`src/rtl/core/siat_pkg.sv`:
```
// Package for the sorted interval allocation table.
// Field widths, result codes and the per-entry compare flags.
// No dependencies.
package siat_pkg;

    localparam int START_W     = 48;
    localparam int LEN_W       = 32;
    localparam int POS_W       = 6;
    localparam int USED_W      = 7;
    localparam int S_TDATA_W   = 80;
    localparam int M_TDATA_W   = 16;
    localparam int M_TUSER_W   = 2;

    typedef enum logic [1:0] {
        ST_ALLOCATED = 2'd0,
        ST_OVERLAP   = 2'd1,
        ST_INSERTED  = 2'd2,
        ST_FULL      = 2'd3
    } status_t;

    typedef struct packed {
        logic hit;
        logic ovl;
        logic below;
    } cmp_t;

endpackage

```
`src/rtl/core/siat_entry_cmp.sv`:
```
// Compares one stored range against the request: exact start, overlap, below.
// Ranges are half-open; overlap is tested on the start difference.
// Depends on siat_pkg.
module siat_entry_cmp import siat_pkg::*; #(
    parameter int ADDRESS_BITS = 48
) (
    input  logic [ADDRESS_BITS-1:0] entry_start,
    input  logic [LEN_W-1:0]        entry_len,
    input  logic [ADDRESS_BITS-1:0] req_start,
    input  logic [LEN_W-1:0]        req_len,
    output cmp_t                    cmp
);

    logic                    entry_first;
    logic [ADDRESS_BITS-1:0] diff;
    logic [ADDRESS_BITS-1:0] span;

    always_comb begin
        entry_first = (entry_start <= req_start);
        if (entry_first) begin
            diff = req_start - entry_start;
            span = ADDRESS_BITS'(entry_len);
        end else begin
            diff = entry_start - req_start;
            span = ADDRESS_BITS'(req_len);
        end
        cmp.hit   = (entry_start == req_start);
        cmp.below = (entry_start < req_start);
        cmp.ovl   = !cmp.hit && (diff < span);
    end

endmodule
```
`config.mk`:
```
export PLATFORM = sky130hd
export DESIGN_NAME = siat_entry_cmp
export DESIGN_NICKNAME = d
export VERILOG_FILES = /design/src/rtl/core/siat_pkg.sv /design/src/rtl/core/siat_entry_cmp.sv
export SDC_FILE = /design/constraint.sdc
export NUM_CORES = 1
export LEC_CHECK = 0
export ABC_CLOCK_PERIOD_IN_PS = 10800
export BUFFER_PORTS_ARGS = -buffer_cell sky130_fd_sc_hd__buf_4
export CORE_AREA = 3 3 112 167
export DETAILED_ROUTE_END_ITERATION = 7
export DIE_AREA = 0 0 115 170
export PLACE_DENSITY = 0.63
export SYNTH_ARGS = -nofsm -noshare
export SYNTH_HDL_FRONTEND = slang
export SYNTH_SLANG_ARGS = --single-unit
```
`constraint.sdc`:
```
create_clock -name vclk -period 10.8
set_input_delay 1.62 -clock vclk [all_inputs]
set_output_delay 1.62 -clock vclk [all_outputs]
set_load 0.01 [all_outputs]
```
-- Yosys cells after proc, flatten, opt, wreduce, memory -nomap -nowiden
Cells that the tools add are included.
- register bits after elaboration: 0
- input port bits: 160
- word-level logic and storage cells: 10
- add/subtract/negate cells: 2
- order comparisons: 3
- equal/unequal tests: 1
- muxes and demuxes: 2
- reductions and logical operators: 2
- operators with widths (cell ; count):
    < comparator 48 bit ; 2
    subtractor 48 bit ; 2
    == test 48 bit ; 1
    less-or-equal comparator 48 bit ; 1
    two-way mux 48 bit ; 1
    two-way mux 32 bit ; 1
    logical AND 1 bit ; 1
    logical NOT 1 bit ; 1

-- Longest topological paths before layout
Gate-level depths: netlist (run 1).
- depth in word-level cells: 4
- mapped depth: 29
- gate-level depth less buffers: 26

-- Least setup slack after synthesis (run 1)
No wires, ideal clock.
- path type: in2out
- from: input port entry_start[33]
- to: output port cmp[1] (netlist bit)
- arrival: 7.054 ns
- path slack: 2.126 ns
- stages on the path: 25
- buffers on the path: 6
- cell sequence: inv_1 > ha_1 > clkbuf_1 > nand4_1 > or4_1 > or4_1 > buf_6 > nand2_1 > buf_2 > buf_2 > clkbuf_1 > buf_2 > mux2i_1 > ha_1 > a21o_1 > a21o_1 > a21oi_1 > nor2_1 > a2111oi_0 > o21ai_0 > nor3_1 > o31ai_1 > a2111oi_0 > nand4_1 > nor4_2
- RTL lines (element ; RTL line ; source):
    from (decl) ; siat_entry_cmp.sv:7 ; input logic [ADDRESS_BITS-1:0] entry_start,
    to (decl) ; siat_entry_cmp.sv:11 ; output cmp_t cmp

==> report_table.html, run 1 <==
<table>
<tr><th>Metric</th><th>Value</th></tr>
<tr><th colspan="2">STA</th></tr>
<tr><td>Slew headroom</td><td>36.1%</td></tr>
<tr><td>Final Hold Violating Endpoints</td><td>0</td></tr>
<tr><td>Tightest Pin Transition</td><td>952 ps</td></tr>
<tr><td>Period utilisation layout</td><td>90.1%</td></tr>
<tr><td>Max Clock Freq</td><td>103 MHz</td></tr>
<tr><td>Fin worst setup slack</td><td>1070 ps</td></tr>
<tr><td>Max-slew violations</td><td>0</td></tr>
<tr><td>Worst hold margin</td><td>3860 ps</td></tr>
<tr><td>Number of setup violations in the final report</td><td>0</td></tr>
<tr><td>RSZ-0062 raised after global routing</td><td>false</td></tr>
<tr><td>Minimum clock period after layout</td><td>9730 ps</td></tr>
<tr><td>Total negative setup slack</td><td>0 ps</td></tr>
<tr><th colspan="2">Power and ir drop</th></tr>
<tr><td>LEAKAGE</td><td>4.16 nW</td></tr>
<tr><td>Part of the total power dissipated in combinational logic</td><td>100.0%</td></tr>
<tr><td>Fraction of power consumed by sequential logic</td><td>0%</td></tr>
<tr><td>Maximum VDD drop</td><td>30.9 uV</td></tr>
<tr><td>Power density over cell area</td><td>72.4 nW/um2</td></tr>
<tr><td>Int Pwr</td><td>0.240 mW</td></tr>
<tr><td>Net Switching</td><td>0.357 mW</td></tr>
<tr><td>Sw Ratio</td><td>59.8%</td></tr>
<tr><td>Clk network pwr share</td><td>0%</td></tr>
<tr><th colspan="2">Logic synthesis</th></tr>
<tr><td>Syn_area_per_cell</td><td>6.50 um2</td></tr>
<tr><td>Count of synthesis-stage warnings from yosys</td><td>0</td></tr>
<tr><td>Post-synth top area share</td><td>22.9%</td></tr>
<tr><td>Gate Count Post-Synth</td><td>1,061</td></tr>
<tr><td>Synth Area in Compound Gates</td><td>34.7%</td></tr>
<tr><td>Proportion of synthesized area in mux cells</td><td>6.55%</td></tr>
<tr><td>Synth area leader</td><td>sky130_fd_sc_hd__ha_1</td></tr>
<tr><td>Distinct cell type count after synthesis</td><td>64</td></tr>
<tr><td>Area fraction in and, or, nand and nor cells after synthesis</td><td>20.5%</td></tr>
<tr><td>Area share of xor/xnor cells in the synthesized design</td><td>4.95%</td></tr>
<tr><td>Post-synthesis net count</td><td>1,349</td></tr>
<tr><td>Combinational family with the most area after synthesis</td><td>compound AO/OA/AOI/OAI gates</td></tr>
<tr><td>Cell area after synthesis</td><td>6900 um2</td></tr>
<tr><td>Fraction of the yosys area taken by sequential cells</td><td>0%</td></tr>
<tr><td>Synth Area in Adders</td><td>23.4%</td></tr>
<tr><td>Main area contributors after synthesis</td><td>sky130_fd_sc_hd__ha_1, sky130_fd_sc_hd__a21oi_1, sky130_fd_sc_hd__o21ai_0, sky130_fd_sc_hd__inv_1, sky130_fd_sc_hd__mux2i_1</td></tr>
<tr><th colspan="2">Die</th></tr>
<tr><td>Total Die Area</td><td>19,600 um2</td></tr>
<tr><td>Placeable Area</td><td>17,400 um2</td></tr>
<tr><td>Vertical extent of the die</td><td>170 um</td></tr>
<tr><td>Site Rows</td><td>59</td></tr>
<tr><td>Top-level I/O count</td><td>163</td></tr>
<tr><td>Floorplan die width</td><td>115 um</td></tr>
<tr><td>Starting density of the core</td><td>39.6%</td></tr>
<tr><th colspan="2">Finish</th></tr>
<tr><td>Total of clock buffers placed in the layout</td><td>0</td></tr>
<tr><td>Number of inserted diodes</td><td>0</td></tr>
<tr><td>Most common cell after layout, fill and taps aside</td><td>sky130_fd_sc_hd__buf_4</td></tr>
<tr><td>Area added between synthesis and finish</td><td>19.3%</td></tr>
<tr><td>Layout sequential cell count</td><td>0</td></tr>
<tr><td>Layout cell share with drive strength beyond 1</td><td>16.7%</td></tr>
<tr><td>Post-layout nets</td><td>1,471</td></tr>
<tr><td>Highest-count cells in the layout ignoring fill and taps</td><td>sky130_fd_sc_hd__buf_4, sky130_fd_sc_hd__a21oi_1, sky130_fd_sc_hd__ha_1</td></tr>
<tr><td>Footprint of the flip-flops and latches</td><td>0 um2</td></tr>
<tr><td>Post-layout instance count excluding filler cells</td><td>1,394</td></tr>
<tr><th colspan="2">Critical path</th></tr>
<tr><td>Critical path depth</td><td>23</td></tr>
<tr><td>CP max FO</td><td>39</td></tr>
<tr><td>Critical Path Start</td><td>entry_start[34]</td></tr>
<tr><td>Critical setup path kind</td><td>in -&gt; out</td></tr>
<tr><td>Family with the most delay on the worst path</td><td>simple AND/OR/NAND/NOR gates</td></tr>
<tr><td>Slowest cell on crit path</td><td>sky130_fd_sc_hd__or4_1</td></tr>
<tr><td>Category of the worst setup path capture point</td><td>output port</td></tr>
<tr><td>Buffers and inverters on the worst path</td><td>4</td></tr>
<tr><td>Startpoint type of the worst setup path</td><td>input pin</td></tr>
<tr><td>CP Data Arrival Time</td><td>8110 ps</td></tr>
<tr><td>Cell breakdown of the critical path</td><td>buf_4 &gt; inv_1 &gt; ha_1 &gt; nand4_1 &gt; or4_1 &gt; or4_1 &gt; nand2_2 &gt; buf_4 &gt; mux2i_1 &gt; xnor2_1 &gt; ha_1 &gt; a21o_1 &gt; a21o_1 &gt; a21oi_1 &gt; nor2_1 &gt; a2111oi_0 &gt; o21ai_0 &gt; nor3_1 &gt; o31ai_1 &gt; a2111oi_0 &gt; nand4_1 &gt; nor4_2 &gt; buf_4</td></tr>
<tr><td>Slowest Stage Delay on Critical Path</td><td>770 ps</td></tr>
<tr><td>Req. time, crit path</td><td>9180 ps</td></tr>
<tr><td>Most frequent CP cell</td><td>sky130_fd_sc_hd__buf_4</td></tr>
<tr><th colspan="2">Drt</th></tr>
<tr><td>Total Routed Length</td><td>28,900 um</td></tr>
<tr><td>Final routed wire length divided by cell count</td><td>20.8 um</td></tr>
<tr><td>Residual DRC count</td><td>0</td></tr>
<tr><td>Number of vias per cell after detailed routing</td><td>5.99</td></tr>
<tr><td>Drt first-iter violations</td><td>565</td></tr>
<tr><td>Number of nets with antenna violations after routing</td><td>0</td></tr>
<tr><td>First-pass detailed-route iteration total</td><td>5</td></tr>
<tr><td>Overall via count from detail_route</td><td>8,344</td></tr>
<tr><th colspan="2">Clock network</th></tr>
<tr><td>Hold-fix buffers, CTS</td><td>0</td></tr>
<tr><td>Setup Fix Bufs, Post-CTS</td><td>0</td></tr>
<tr><td>Post-cts resize count</td><td>0</td></tr>
<tr><th colspan="2">Placement</th></tr>
<tr><td>Count of input and output buffers</td><td>163</td></tr>
<tr><td>Count of placed standard cells including taps</td><td>1,394</td></tr>
<tr><td>Post-Place Setup Slack</td><td>1140 ps</td></tr>
<tr><td>RePlAce Congestion</td><td>1.02</td></tr>
<tr><td>Dpl hpwl</td><td>25,400 um</td></tr>
<tr><th colspan="2">Flow run</th></tr>
<tr><td>Max cap viols</td><td>0</td></tr>
<tr><th colspan="2">GRT</th></tr>
<tr><td>First-pass GRT wire length</td><td>44,000 um</td></tr>
<tr><td>Sum of overflow across all layers after global routing</td><td>0</td></tr>
<tr><td>Antenna violations before repair</td><td>0</td></tr>
<tr><td>Largest net degree at the start of global routing</td><td>40</td></tr>
<tr><td>Via count of the first global-routing pass</td><td>8,354</td></tr>
<tr><td>Global-route total usage across every layer</td><td>28.5%</td></tr>
<tr><th colspan="2">Run status</th></tr>
<tr><td>Result of the run</td><td>finished, final reports clean</td></tr>
<tr><th colspan="2">Hold path</th></tr>
<tr><td>Worst hold start</td><td>entry_start[47]</td></tr>
<tr><td>Hold Path Stages</td><td>5</td></tr>
<tr><td>Worst Hold Class</td><td>in -&gt; out</td></tr>
</table>
## logic make-up after synthesis
family	Yosys count
buffers and inverters	171
AO/OA/AOI/OAI	392
AND/OR/NAND/NOR	286
multiplexers	45
adder cells (fa/ha/maj)	128
XOR/XNOR	39
## power groups by stage
| stage | logic, mW | registers (mW) | clock network, mW |
|---|---|---|---|
| after floorplan | 0.392 | 0 | 0 |
| after global placement | 0.592 | 0 | 0 |
| after detailed placement | 0.591 | 0 | 0 |
| after CTS | 0.594 | 0 | 0 |
| after global routing | 0.662 | 0 | 0 |
| final | 0.596 | 0 | 0 |
## metal layers
layer / up-vias / routed length (um) / global-route usage, %
li1: 4095 / - / -
met1: 3847 / 9750 / 27.9
met2: 294 / 15500 / 55.3
met3: 108 / 1130 / 1.42
met4: 0 / 2550 / 20.4
met5: - / 0 / 0
## through the flow
step	utilization [%]	cell area, um2	total power, mW
after floorplan	-	6900	0.392
after global placement	47.3	8230	0.592
after detailed placement	47.3	8230	0.591
after CTS	47.3	8230	0.594
after global routing	47.3	8230	0.662
final	47.3	8230	0.596
## worst paths after layout
check	slack, ps	endpoint
setup / recovery	1070	cmp[1]
hold / removal	3860	cmp[1]
## final cells by class
type                            instances  area (um2)
Fill cell                            1911        9190
Timing Repair Buffer                  171        1280
Tap cell                              213         267
Multi-Input combinational cell        890        6220
Inverter                              120         463
## cells in the mapped netlist, types with 15 or more instances
cell	instances
sky130_fd_sc_hd__nand2_1	78
sky130_fd_sc_hd__nand3_1	22
sky130_fd_sc_hd__nand4_1	32
sky130_fd_sc_hd__nor2_1	78
sky130_fd_sc_hd__inv_1	118
sky130_fd_sc_hd__mux2i_1	44
sky130_fd_sc_hd__buf_2	16
sky130_fd_sc_hd__clkbuf_1	30
sky130_fd_sc_hd__a21oi_1	145
sky130_fd_sc_hd__xnor2_1	26
sky130_fd_sc_hd__o21ai_0	97
sky130_fd_sc_hd__a21o_1	31
sky130_fd_sc_hd__nor3_1	19
sky130_fd_sc_hd__a211oi_1	16
sky130_fd_sc_hd__ha_1	126
sky130_fd_sc_hd__o21bai_1	15
No activity file was read; power rests on OpenSTA's default activity.
==> run 2, diff against run 1 <==
--- a/config.mk
+++ b/config.mk
@@ -11,6 +11,7 @@
 export DETAILED_ROUTE_END_ITERATION = 7
 export DIE_AREA = 0 0 115 170
 export PLACE_DENSITY = 0.63
+export RECOVER_POWER = 50
 export SYNTH_ARGS = -nofsm -noshare
 export SYNTH_HDL_FRONTEND = slang
 export SYNTH_SLANG_ARGS = --single-unit
==> report_table.html, run 2 (synthesized netlist as in run 1, its figures left out) <==
<table>
<tr><th>Metric</th><th>Value</th></tr>
<tr><th colspan="2">Drt</th></tr>
<tr><td>Drt first-iter violations</td><td>563</td></tr>
<tr><td>Number of vias per cell after detailed routing</td><td>5.98</td></tr>
<tr><td>First-pass detailed-route iteration total</td><td>6</td></tr>
<tr><td>Total Routed Length</td><td>29,000 um</td></tr>
<tr><td>Residual DRC count</td><td>0</td></tr>
<tr><td>Number of nets with antenna violations after routing</td><td>0</td></tr>
<tr><td>Overall via count from detail_route</td><td>8,339</td></tr>
<tr><td>Final routed wire length divided by cell count</td><td>20.8 um</td></tr>
<tr><th colspan="2">Finish</th></tr>
<tr><td>Footprint of the flip-flops and latches</td><td>0 um2</td></tr>
<tr><td>Area added between synthesis and finish</td><td>19.3%</td></tr>
<tr><td>Post-layout instance count excluding filler cells</td><td>1,394</td></tr>
<tr><td>Most common cell after layout, fill and taps aside</td><td>sky130_fd_sc_hd__buf_4</td></tr>
<tr><td>Post-layout nets</td><td>1,471</td></tr>
<tr><td>Total of clock buffers placed in the layout</td><td>0</td></tr>
<tr><td>Highest-count cells in the layout ignoring fill and taps</td><td>sky130_fd_sc_hd__buf_4, sky130_fd_sc_hd__a21oi_1, sky130_fd_sc_hd__ha_1</td></tr>
<tr><td>Final Cell Area</td><td>8230 um2</td></tr>
<tr><td>Layout sequential cell count</td><td>0</td></tr>
<tr><td>Number of inserted diodes</td><td>0</td></tr>
<tr><td>Layout cell share with drive strength beyond 1</td><td>16.6%</td></tr>
<tr><td>Count of fill cells added during filler insertion</td><td>1,911</td></tr>
<tr><th colspan="2">GRT</th></tr>
<tr><td>Sum of overflow across all layers after global routing</td><td>0</td></tr>
<tr><td>Antenna violations before repair</td><td>0</td></tr>
<tr><td>Largest net degree at the start of global routing</td><td>40</td></tr>
<tr><td>Global-route total usage across every layer</td><td>28.5%</td></tr>
<tr><td>First-pass GRT wire length</td><td>44,000 um</td></tr>
<tr><td>Via count of the first global-routing pass</td><td>8,354</td></tr>
<tr><th colspan="2">STA</th></tr>
<tr><td>Max-slew violations</td><td>0</td></tr>
<tr><td>Max Clock Freq</td><td>103 MHz</td></tr>
<tr><td>Minimum clock period after layout</td><td>9720 ps</td></tr>
<tr><td>Total negative setup slack</td><td>0 ps</td></tr>
<tr><td>Slew headroom</td><td>36.2%</td></tr>
<tr><td>Number of setup violations in the final report</td><td>0</td></tr>
<tr><td>Final Hold Violating Endpoints</td><td>0</td></tr>
<tr><td>Period utilisation layout</td><td>90.0%</td></tr>
<tr><td>RSZ-0062 raised after global routing</td><td>false</td></tr>
<tr><td>Tightest Pin Transition</td><td>950 ps</td></tr>
<tr><th colspan="2">Critical path</th></tr>
<tr><td>Req. time, crit path</td><td>9180 ps</td></tr>
<tr><td>Startpoint type of the worst setup path</td><td>input pin</td></tr>
<tr><td>Category of the worst setup path capture point</td><td>output port</td></tr>
<tr><td>CP Data Arrival Time</td><td>8100 ps</td></tr>
<tr><td>CP max FO</td><td>39</td></tr>
<tr><td>Critical setup path kind</td><td>in -&gt; out</td></tr>
<tr><th colspan="2">Die</th></tr>
<tr><td>Vertical extent of the die</td><td>170 um</td></tr>
<tr><td>Starting density of the core</td><td>39.6%</td></tr>
<tr><td>Top-level I/O count</td><td>163</td></tr>
<tr><td>Total Die Area</td><td>19,600 um2</td></tr>
<tr><td>Floorplan die width</td><td>115 um</td></tr>
<tr><td>Placeable Area</td><td>17,400 um2</td></tr>
<tr><td>Site Rows</td><td>59</td></tr>
<tr><th colspan="2">Power and ir drop</th></tr>
<tr><td>Net Switching</td><td>0.357 mW</td></tr>
<tr><td>LEAKAGE</td><td>4.16 nW</td></tr>
<tr><td>Fraction of power consumed by sequential logic</td><td>0%</td></tr>
<tr><td>Sw Ratio</td><td>59.8%</td></tr>
<tr><td>Power density over cell area</td><td>72.5 nW/um2</td></tr>
<tr><td>Int Pwr</td><td>0.240 mW</td></tr>
<tr><td>Maximum VDD drop</td><td>30.9 uV</td></tr>
<tr><td>Clk network pwr share</td><td>0%</td></tr>
<tr><td>Part of the total power dissipated in combinational logic</td><td>100.0%</td></tr>
<tr><th colspan="2">Placement</th></tr>
<tr><td>Placed inst area</td><td>8230 um2</td></tr>
<tr><td>Dpl hpwl</td><td>25,400 um</td></tr>
<tr><td>Count of placed standard cells including taps</td><td>1,394</td></tr>
<tr><td>Count of input and output buffers</td><td>163</td></tr>
<tr><td>RePlAce Congestion</td><td>1.02</td></tr>
<tr><th colspan="2">Clock network</th></tr>
<tr><td>Hold-fix buffers, CTS</td><td>0</td></tr>
<tr><td>Post-cts resize count</td><td>0</td></tr>
<tr><td>Setup Fix Bufs, Post-CTS</td><td>0</td></tr>
<tr><th colspan="2">Flow run</th></tr>
<tr><td>Max cap viols</td><td>0</td></tr>
<tr><th colspan="2">Hold path</th></tr>
<tr><td>Worst Hold Class</td><td>in -&gt; out</td></tr>
<tr><th colspan="2">Run status</th></tr>
<tr><td>Result of the run</td><td>finished, final reports clean</td></tr>
</table>
## run 2: changes by cell type in the layout (fill, tap and decap cells not counted)
cell,change
sky130_fd_sc_hd__inv_2,-1
sky130_fd_sc_hd__inv_1,+1
## run 2: layout make-up
type | count | area, um2 | share of cell area, %
Multi-Input combinational cell | 890 | 6220 | 75.5
Timing Repair Buffer | 171 | 1280 | 15.6
Inverter | 120 | 463 | 5.62
Tap cell | 213 | 267 | 3.24
## run 2: routing by layer
layer	routed length (um)	vias to the layer above	global-route usage, %
li1	-	4098	-
met3	1100	108	1.42
met2	15500	281	55.3
met5	0	-	0
met4	2550	0	20.4
met1	9810	3852	27.9
## run 2: final timing paths
check | depth (start not counted) | start | slack, ps | endpoint
hold / removal | 5 | entry_start[47] | 3860 | cmp[1]
setup / recovery | 23 | entry_start[34] | 1080 | cmp[1]
## run 2: through the flow
step           util (%)  hold WS, ps  worst slack [ps]  total power [mW]
2_1_floorplan         -         3600              2130             0.392
3_3_place_gp       47.3         3870              1280             0.592
3_5_place_dp       47.3         3870              1140             0.591
4_1_cts            47.3         3870              1140             0.594
5_1_grt            47.3         3900               696             0.662
6_report           47.3         3860              1080             0.597
## run 2: worst max-delay path: stages
cell and delay (ps):
sky130_fd_sc_hd__buf_4 80, sky130_fd_sc_hd__inv_1 30, sky130_fd_sc_hd__ha_1 430, sky130_fd_sc_hd__nand4_1 380
sky130_fd_sc_hd__or4_1 570, sky130_fd_sc_hd__or4_1 770, sky130_fd_sc_hd__nand2_2 190, sky130_fd_sc_hd__buf_4 510
sky130_fd_sc_hd__mux2i_1 180, sky130_fd_sc_hd__xnor2_1 440, sky130_fd_sc_hd__ha_1 330, sky130_fd_sc_hd__a21o_1 160
sky130_fd_sc_hd__a21o_1 170, sky130_fd_sc_hd__a21oi_1 140, sky130_fd_sc_hd__nor2_1 60, sky130_fd_sc_hd__a2111oi_0 310
sky130_fd_sc_hd__o21ai_0 160, sky130_fd_sc_hd__nor3_1 200, sky130_fd_sc_hd__o31ai_1 120, sky130_fd_sc_hd__a2111oi_0 480
sky130_fd_sc_hd__nand4_1 210, sky130_fd_sc_hd__nor4_2 340, sky130_fd_sc_hd__buf_4 170
## run 2: power groups by stage
stage / clock [mW] / combinational (mW) / sequential [mW]
floorplan: 0 / 0.392 / 0
global placement: 0 / 0.592 / 0
detailed placement: 0 / 0.591 / 0
CTS: 0 / 0.594 / 0
global route: 0 / 0.662 / 0
finish: 0 / 0.597 / 0
==> run 3, diff against run 2 <==
--- a/config.mk
+++ b/config.mk
@@ -12,6 +12,7 @@
 export DIE_AREA = 0 0 115 170
 export PLACE_DENSITY = 0.63
 export RECOVER_POWER = 50
+export REMOVE_ABC_BUFFERS = 1
 export SYNTH_ARGS = -nofsm -noshare
 export SYNTH_HDL_FRONTEND = slang
 export SYNTH_SLANG_ARGS = --single-unit
==> report_table.html, run 3 (synthesized netlist as in run 1, its figures left out) <==
<table>
<tr><th>Metric</th><th>Value</th></tr>
<tr><th colspan="2">Power and ir drop</th></tr>
<tr><td>Power density over cell area</td><td>72.7 nW/um2</td></tr>
<tr><td>Maximum VDD drop</td><td>28.3 uV</td></tr>
<tr><td>Int Pwr</td><td>0.239 mW</td></tr>
<tr><td>Fraction of power consumed by sequential logic</td><td>0%</td></tr>
<tr><td>PnR Total Power</td><td>0.598 mW</td></tr>
<tr><td>Sw Ratio</td><td>60.0%</td></tr>
<tr><td>Net Switching</td><td>0.358 mW</td></tr>
<tr><td>Part of the total power dissipated in combinational logic</td><td>100.0%</td></tr>
<tr><td>LEAKAGE</td><td>4.15 nW</td></tr>
<tr><td>Clk network pwr share</td><td>0%</td></tr>
<tr><th colspan="2">Critical path</th></tr>
<tr><td>Req. time, crit path</td><td>9180 ps</td></tr>
<tr><td>End point of the critical path</td><td>cmp[1]</td></tr>
<tr><td>Category of the worst setup path capture point</td><td>output port</td></tr>
<tr><td>CP max FO</td><td>26</td></tr>
<tr><td>Slowest Stage Delay on Critical Path</td><td>650 ps</td></tr>
<tr><td>Slowest cell on crit path</td><td>sky130_fd_sc_hd__nor2_4</td></tr>
<tr><td>CP Data Arrival Time</td><td>7770 ps</td></tr>
<tr><td>Critical setup path kind</td><td>in -&gt; out</td></tr>
<tr><td>Most frequent CP cell</td><td>sky130_fd_sc_hd__buf_4</td></tr>
<tr><td>Critical Path Start</td><td>entry_start[40]</td></tr>
<tr><td>Startpoint type of the worst setup path</td><td>input pin</td></tr>
<tr><th colspan="2">STA</th></tr>
<tr><td>Minimum clock period after layout</td><td>9390 ps</td></tr>
<tr><td>Max-slew violations</td><td>0</td></tr>
<tr><td>Number of setup violations in the final report</td><td>0</td></tr>
<tr><td>Worst hold margin</td><td>3850 ps</td></tr>
<tr><td>Slew headroom</td><td>40.2%</td></tr>
<tr><td>Final Hold Violating Endpoints</td><td>0</td></tr>
<tr><td>Tightest Pin Transition</td><td>891 ps</td></tr>
<tr><td>Max Clock Freq</td><td>106 MHz</td></tr>
<tr><td>Period utilisation layout</td><td>87.0%</td></tr>
<tr><td>Total negative setup slack</td><td>0 ps</td></tr>
<tr><td>RSZ-0062 raised after global routing</td><td>false</td></tr>
<tr><th colspan="2">Finish</th></tr>
<tr><td>Number of inserted diodes</td><td>0</td></tr>
<tr><td>Total of clock buffers placed in the layout</td><td>0</td></tr>
<tr><td>Finished Core Util</td><td>47.2%</td></tr>
<tr><td>Post-layout nets</td><td>1,471</td></tr>
<tr><td>Layout cell share with drive strength beyond 1</td><td>16.7%</td></tr>
<tr><td>Most common cell after layout, fill and taps aside</td><td>sky130_fd_sc_hd__buf_4</td></tr>
<tr><td>Footprint of the flip-flops and latches</td><td>0 um2</td></tr>
<tr><td>Count of fill cells added during filler insertion</td><td>1,912</td></tr>
<tr><td>Layout sequential cell count</td><td>0</td></tr>
<tr><td>Highest-count cells in the layout ignoring fill and taps</td><td>sky130_fd_sc_hd__buf_4, sky130_fd_sc_hd__a21oi_1, sky130_fd_sc_hd__ha_1</td></tr>
<tr><td>Area added between synthesis and finish</td><td>19.2%</td></tr>
<tr><td>Final Cell Area</td><td>8220 um2</td></tr>
<tr><th colspan="2">Drt</th></tr>
<tr><td>Final routed wire length divided by cell count</td><td>20.2 um</td></tr>
<tr><td>Total Routed Length</td><td>28,200 um</td></tr>
<tr><td>First-pass detailed-route iteration total</td><td>6</td></tr>
<tr><td>Overall via count from detail_route</td><td>8,355</td></tr>
<tr><td>Residual DRC count</td><td>0</td></tr>
<tr><td>Number of nets with antenna violations after routing</td><td>0</td></tr>
<tr><td>Drt first-iter violations</td><td>553</td></tr>
<tr><td>Number of vias per cell after detailed routing</td><td>5.99</td></tr>
<tr><th colspan="2">Placement</th></tr>
<tr><td>RePlAce Congestion</td><td>0.996</td></tr>
<tr><td>Dpl hpwl</td><td>24,600 um</td></tr>
<tr><td>Count of input and output buffers</td><td>163</td></tr>
<tr><td>Placed inst area</td><td>8230 um2</td></tr>
<tr><th colspan="2">Clock network</th></tr>
<tr><td>Post-cts resize count</td><td>0</td></tr>
<tr><td>Hold-fix buffers, CTS</td><td>0</td></tr>
<tr><td>Setup Fix Bufs, Post-CTS</td><td>0</td></tr>
<tr><th colspan="2">Flow run</th></tr>
<tr><td>Max cap viols</td><td>0</td></tr>
<tr><th colspan="2">GRT</th></tr>
<tr><td>Via count of the first global-routing pass</td><td>8,124</td></tr>
<tr><td>Global-route total usage across every layer</td><td>27.3%</td></tr>
<tr><td>Largest net degree at the start of global routing</td><td>44</td></tr>
<tr><td>Sum of overflow across all layers after global routing</td><td>0</td></tr>
<tr><td>First-pass GRT wire length</td><td>42,300 um</td></tr>
<tr><td>Antenna violations before repair</td><td>0</td></tr>
<tr><th colspan="2">Die</th></tr>
<tr><td>Total Die Area</td><td>19,600 um2</td></tr>
<tr><td>Top-level I/O count</td><td>163</td></tr>
<tr><td>Floorplan die width</td><td>115 um</td></tr>
<tr><td>Starting density of the core</td><td>39.6%</td></tr>
<tr><td>Site Rows</td><td>59</td></tr>
<tr><td>Placeable Area</td><td>17,400 um2</td></tr>
<tr><td>Vertical extent of the die</td><td>170 um</td></tr>
<tr><th colspan="2">Run status</th></tr>
<tr><td>Result of the run</td><td>finished, final reports clean</td></tr>
<tr><th colspan="2">Hold path</th></tr>
<tr><td>Hold Path Stages</td><td>5</td></tr>
<tr><td>Worst Hold Class</td><td>in -&gt; out</td></tr>
</table>
run 3: changes by cell type in the layout (fill, tap and decap cells not counted), sizes merged:
cell | previous run | this run
clkinv | 1 | 0
clkinvlp | 0 | 1
run 3: worst max-delay path, delay by kind of cell:
kind	cells	cell delay, ps
AOI/OAI and AO/OA	8	1770
buffers and inverters	5	850
and+or+nand+nor	10	2500
adders and majority gates	2	800
xor gates and xnor gates	1	210
run 3: final cells by class:
cell class	instances	area (um2)	area share [%]
multi-input combinational	890	6220	75.7
timing repair buffer	171	1280	15.6
inverter	120	452	5.49
tap	213	267	3.24
run 3: power by group through the flow:
| stage | clock network (mW) | registers (mW) | logic (mW) |
|---|---|---|---|
| after global routing | 0 | 0 | 0.653 |
| after detailed placement | 0 | 0 | 0.588 |
| after CTS | 0 | 0 | 0.591 |
| final | 0 | 0 | 0.598 |
| after global placement | 0 | 0 | 0.587 |
| after floorplan | 0 | 0 | 0.391 |
run 3: worst min path at each step:
stage | start | end
CTS | entry_start[47] | cmp[1]
global route | entry_start[47] | cmp[1]
global placement | entry_start[47] | cmp[1]
floorplan | entry_start[47] | cmp[1]
finish | entry_start[47] | cmp[1]
detailed placement | entry_start[47] | cmp[1]
run 3: through the flow:
step                setup slack, ps  std cells
CTS                            1320       1394
global placement               1500       1394
detailed placement             1350       1394
global route                   1000       1394
finish                         1410       1394
floorplan                       932       1010
run 3: layer usage:
metal	share of wire, %	up-vias	GRT usage, %	routed length, um
li1	-	4091	-	-
met4	8.3	0	18.1	2340
met3	3.6	105	1.32	1030
met2	55	286	54.7	15400
met1	33	3873	25.7	9390
met5	0	-	0	0
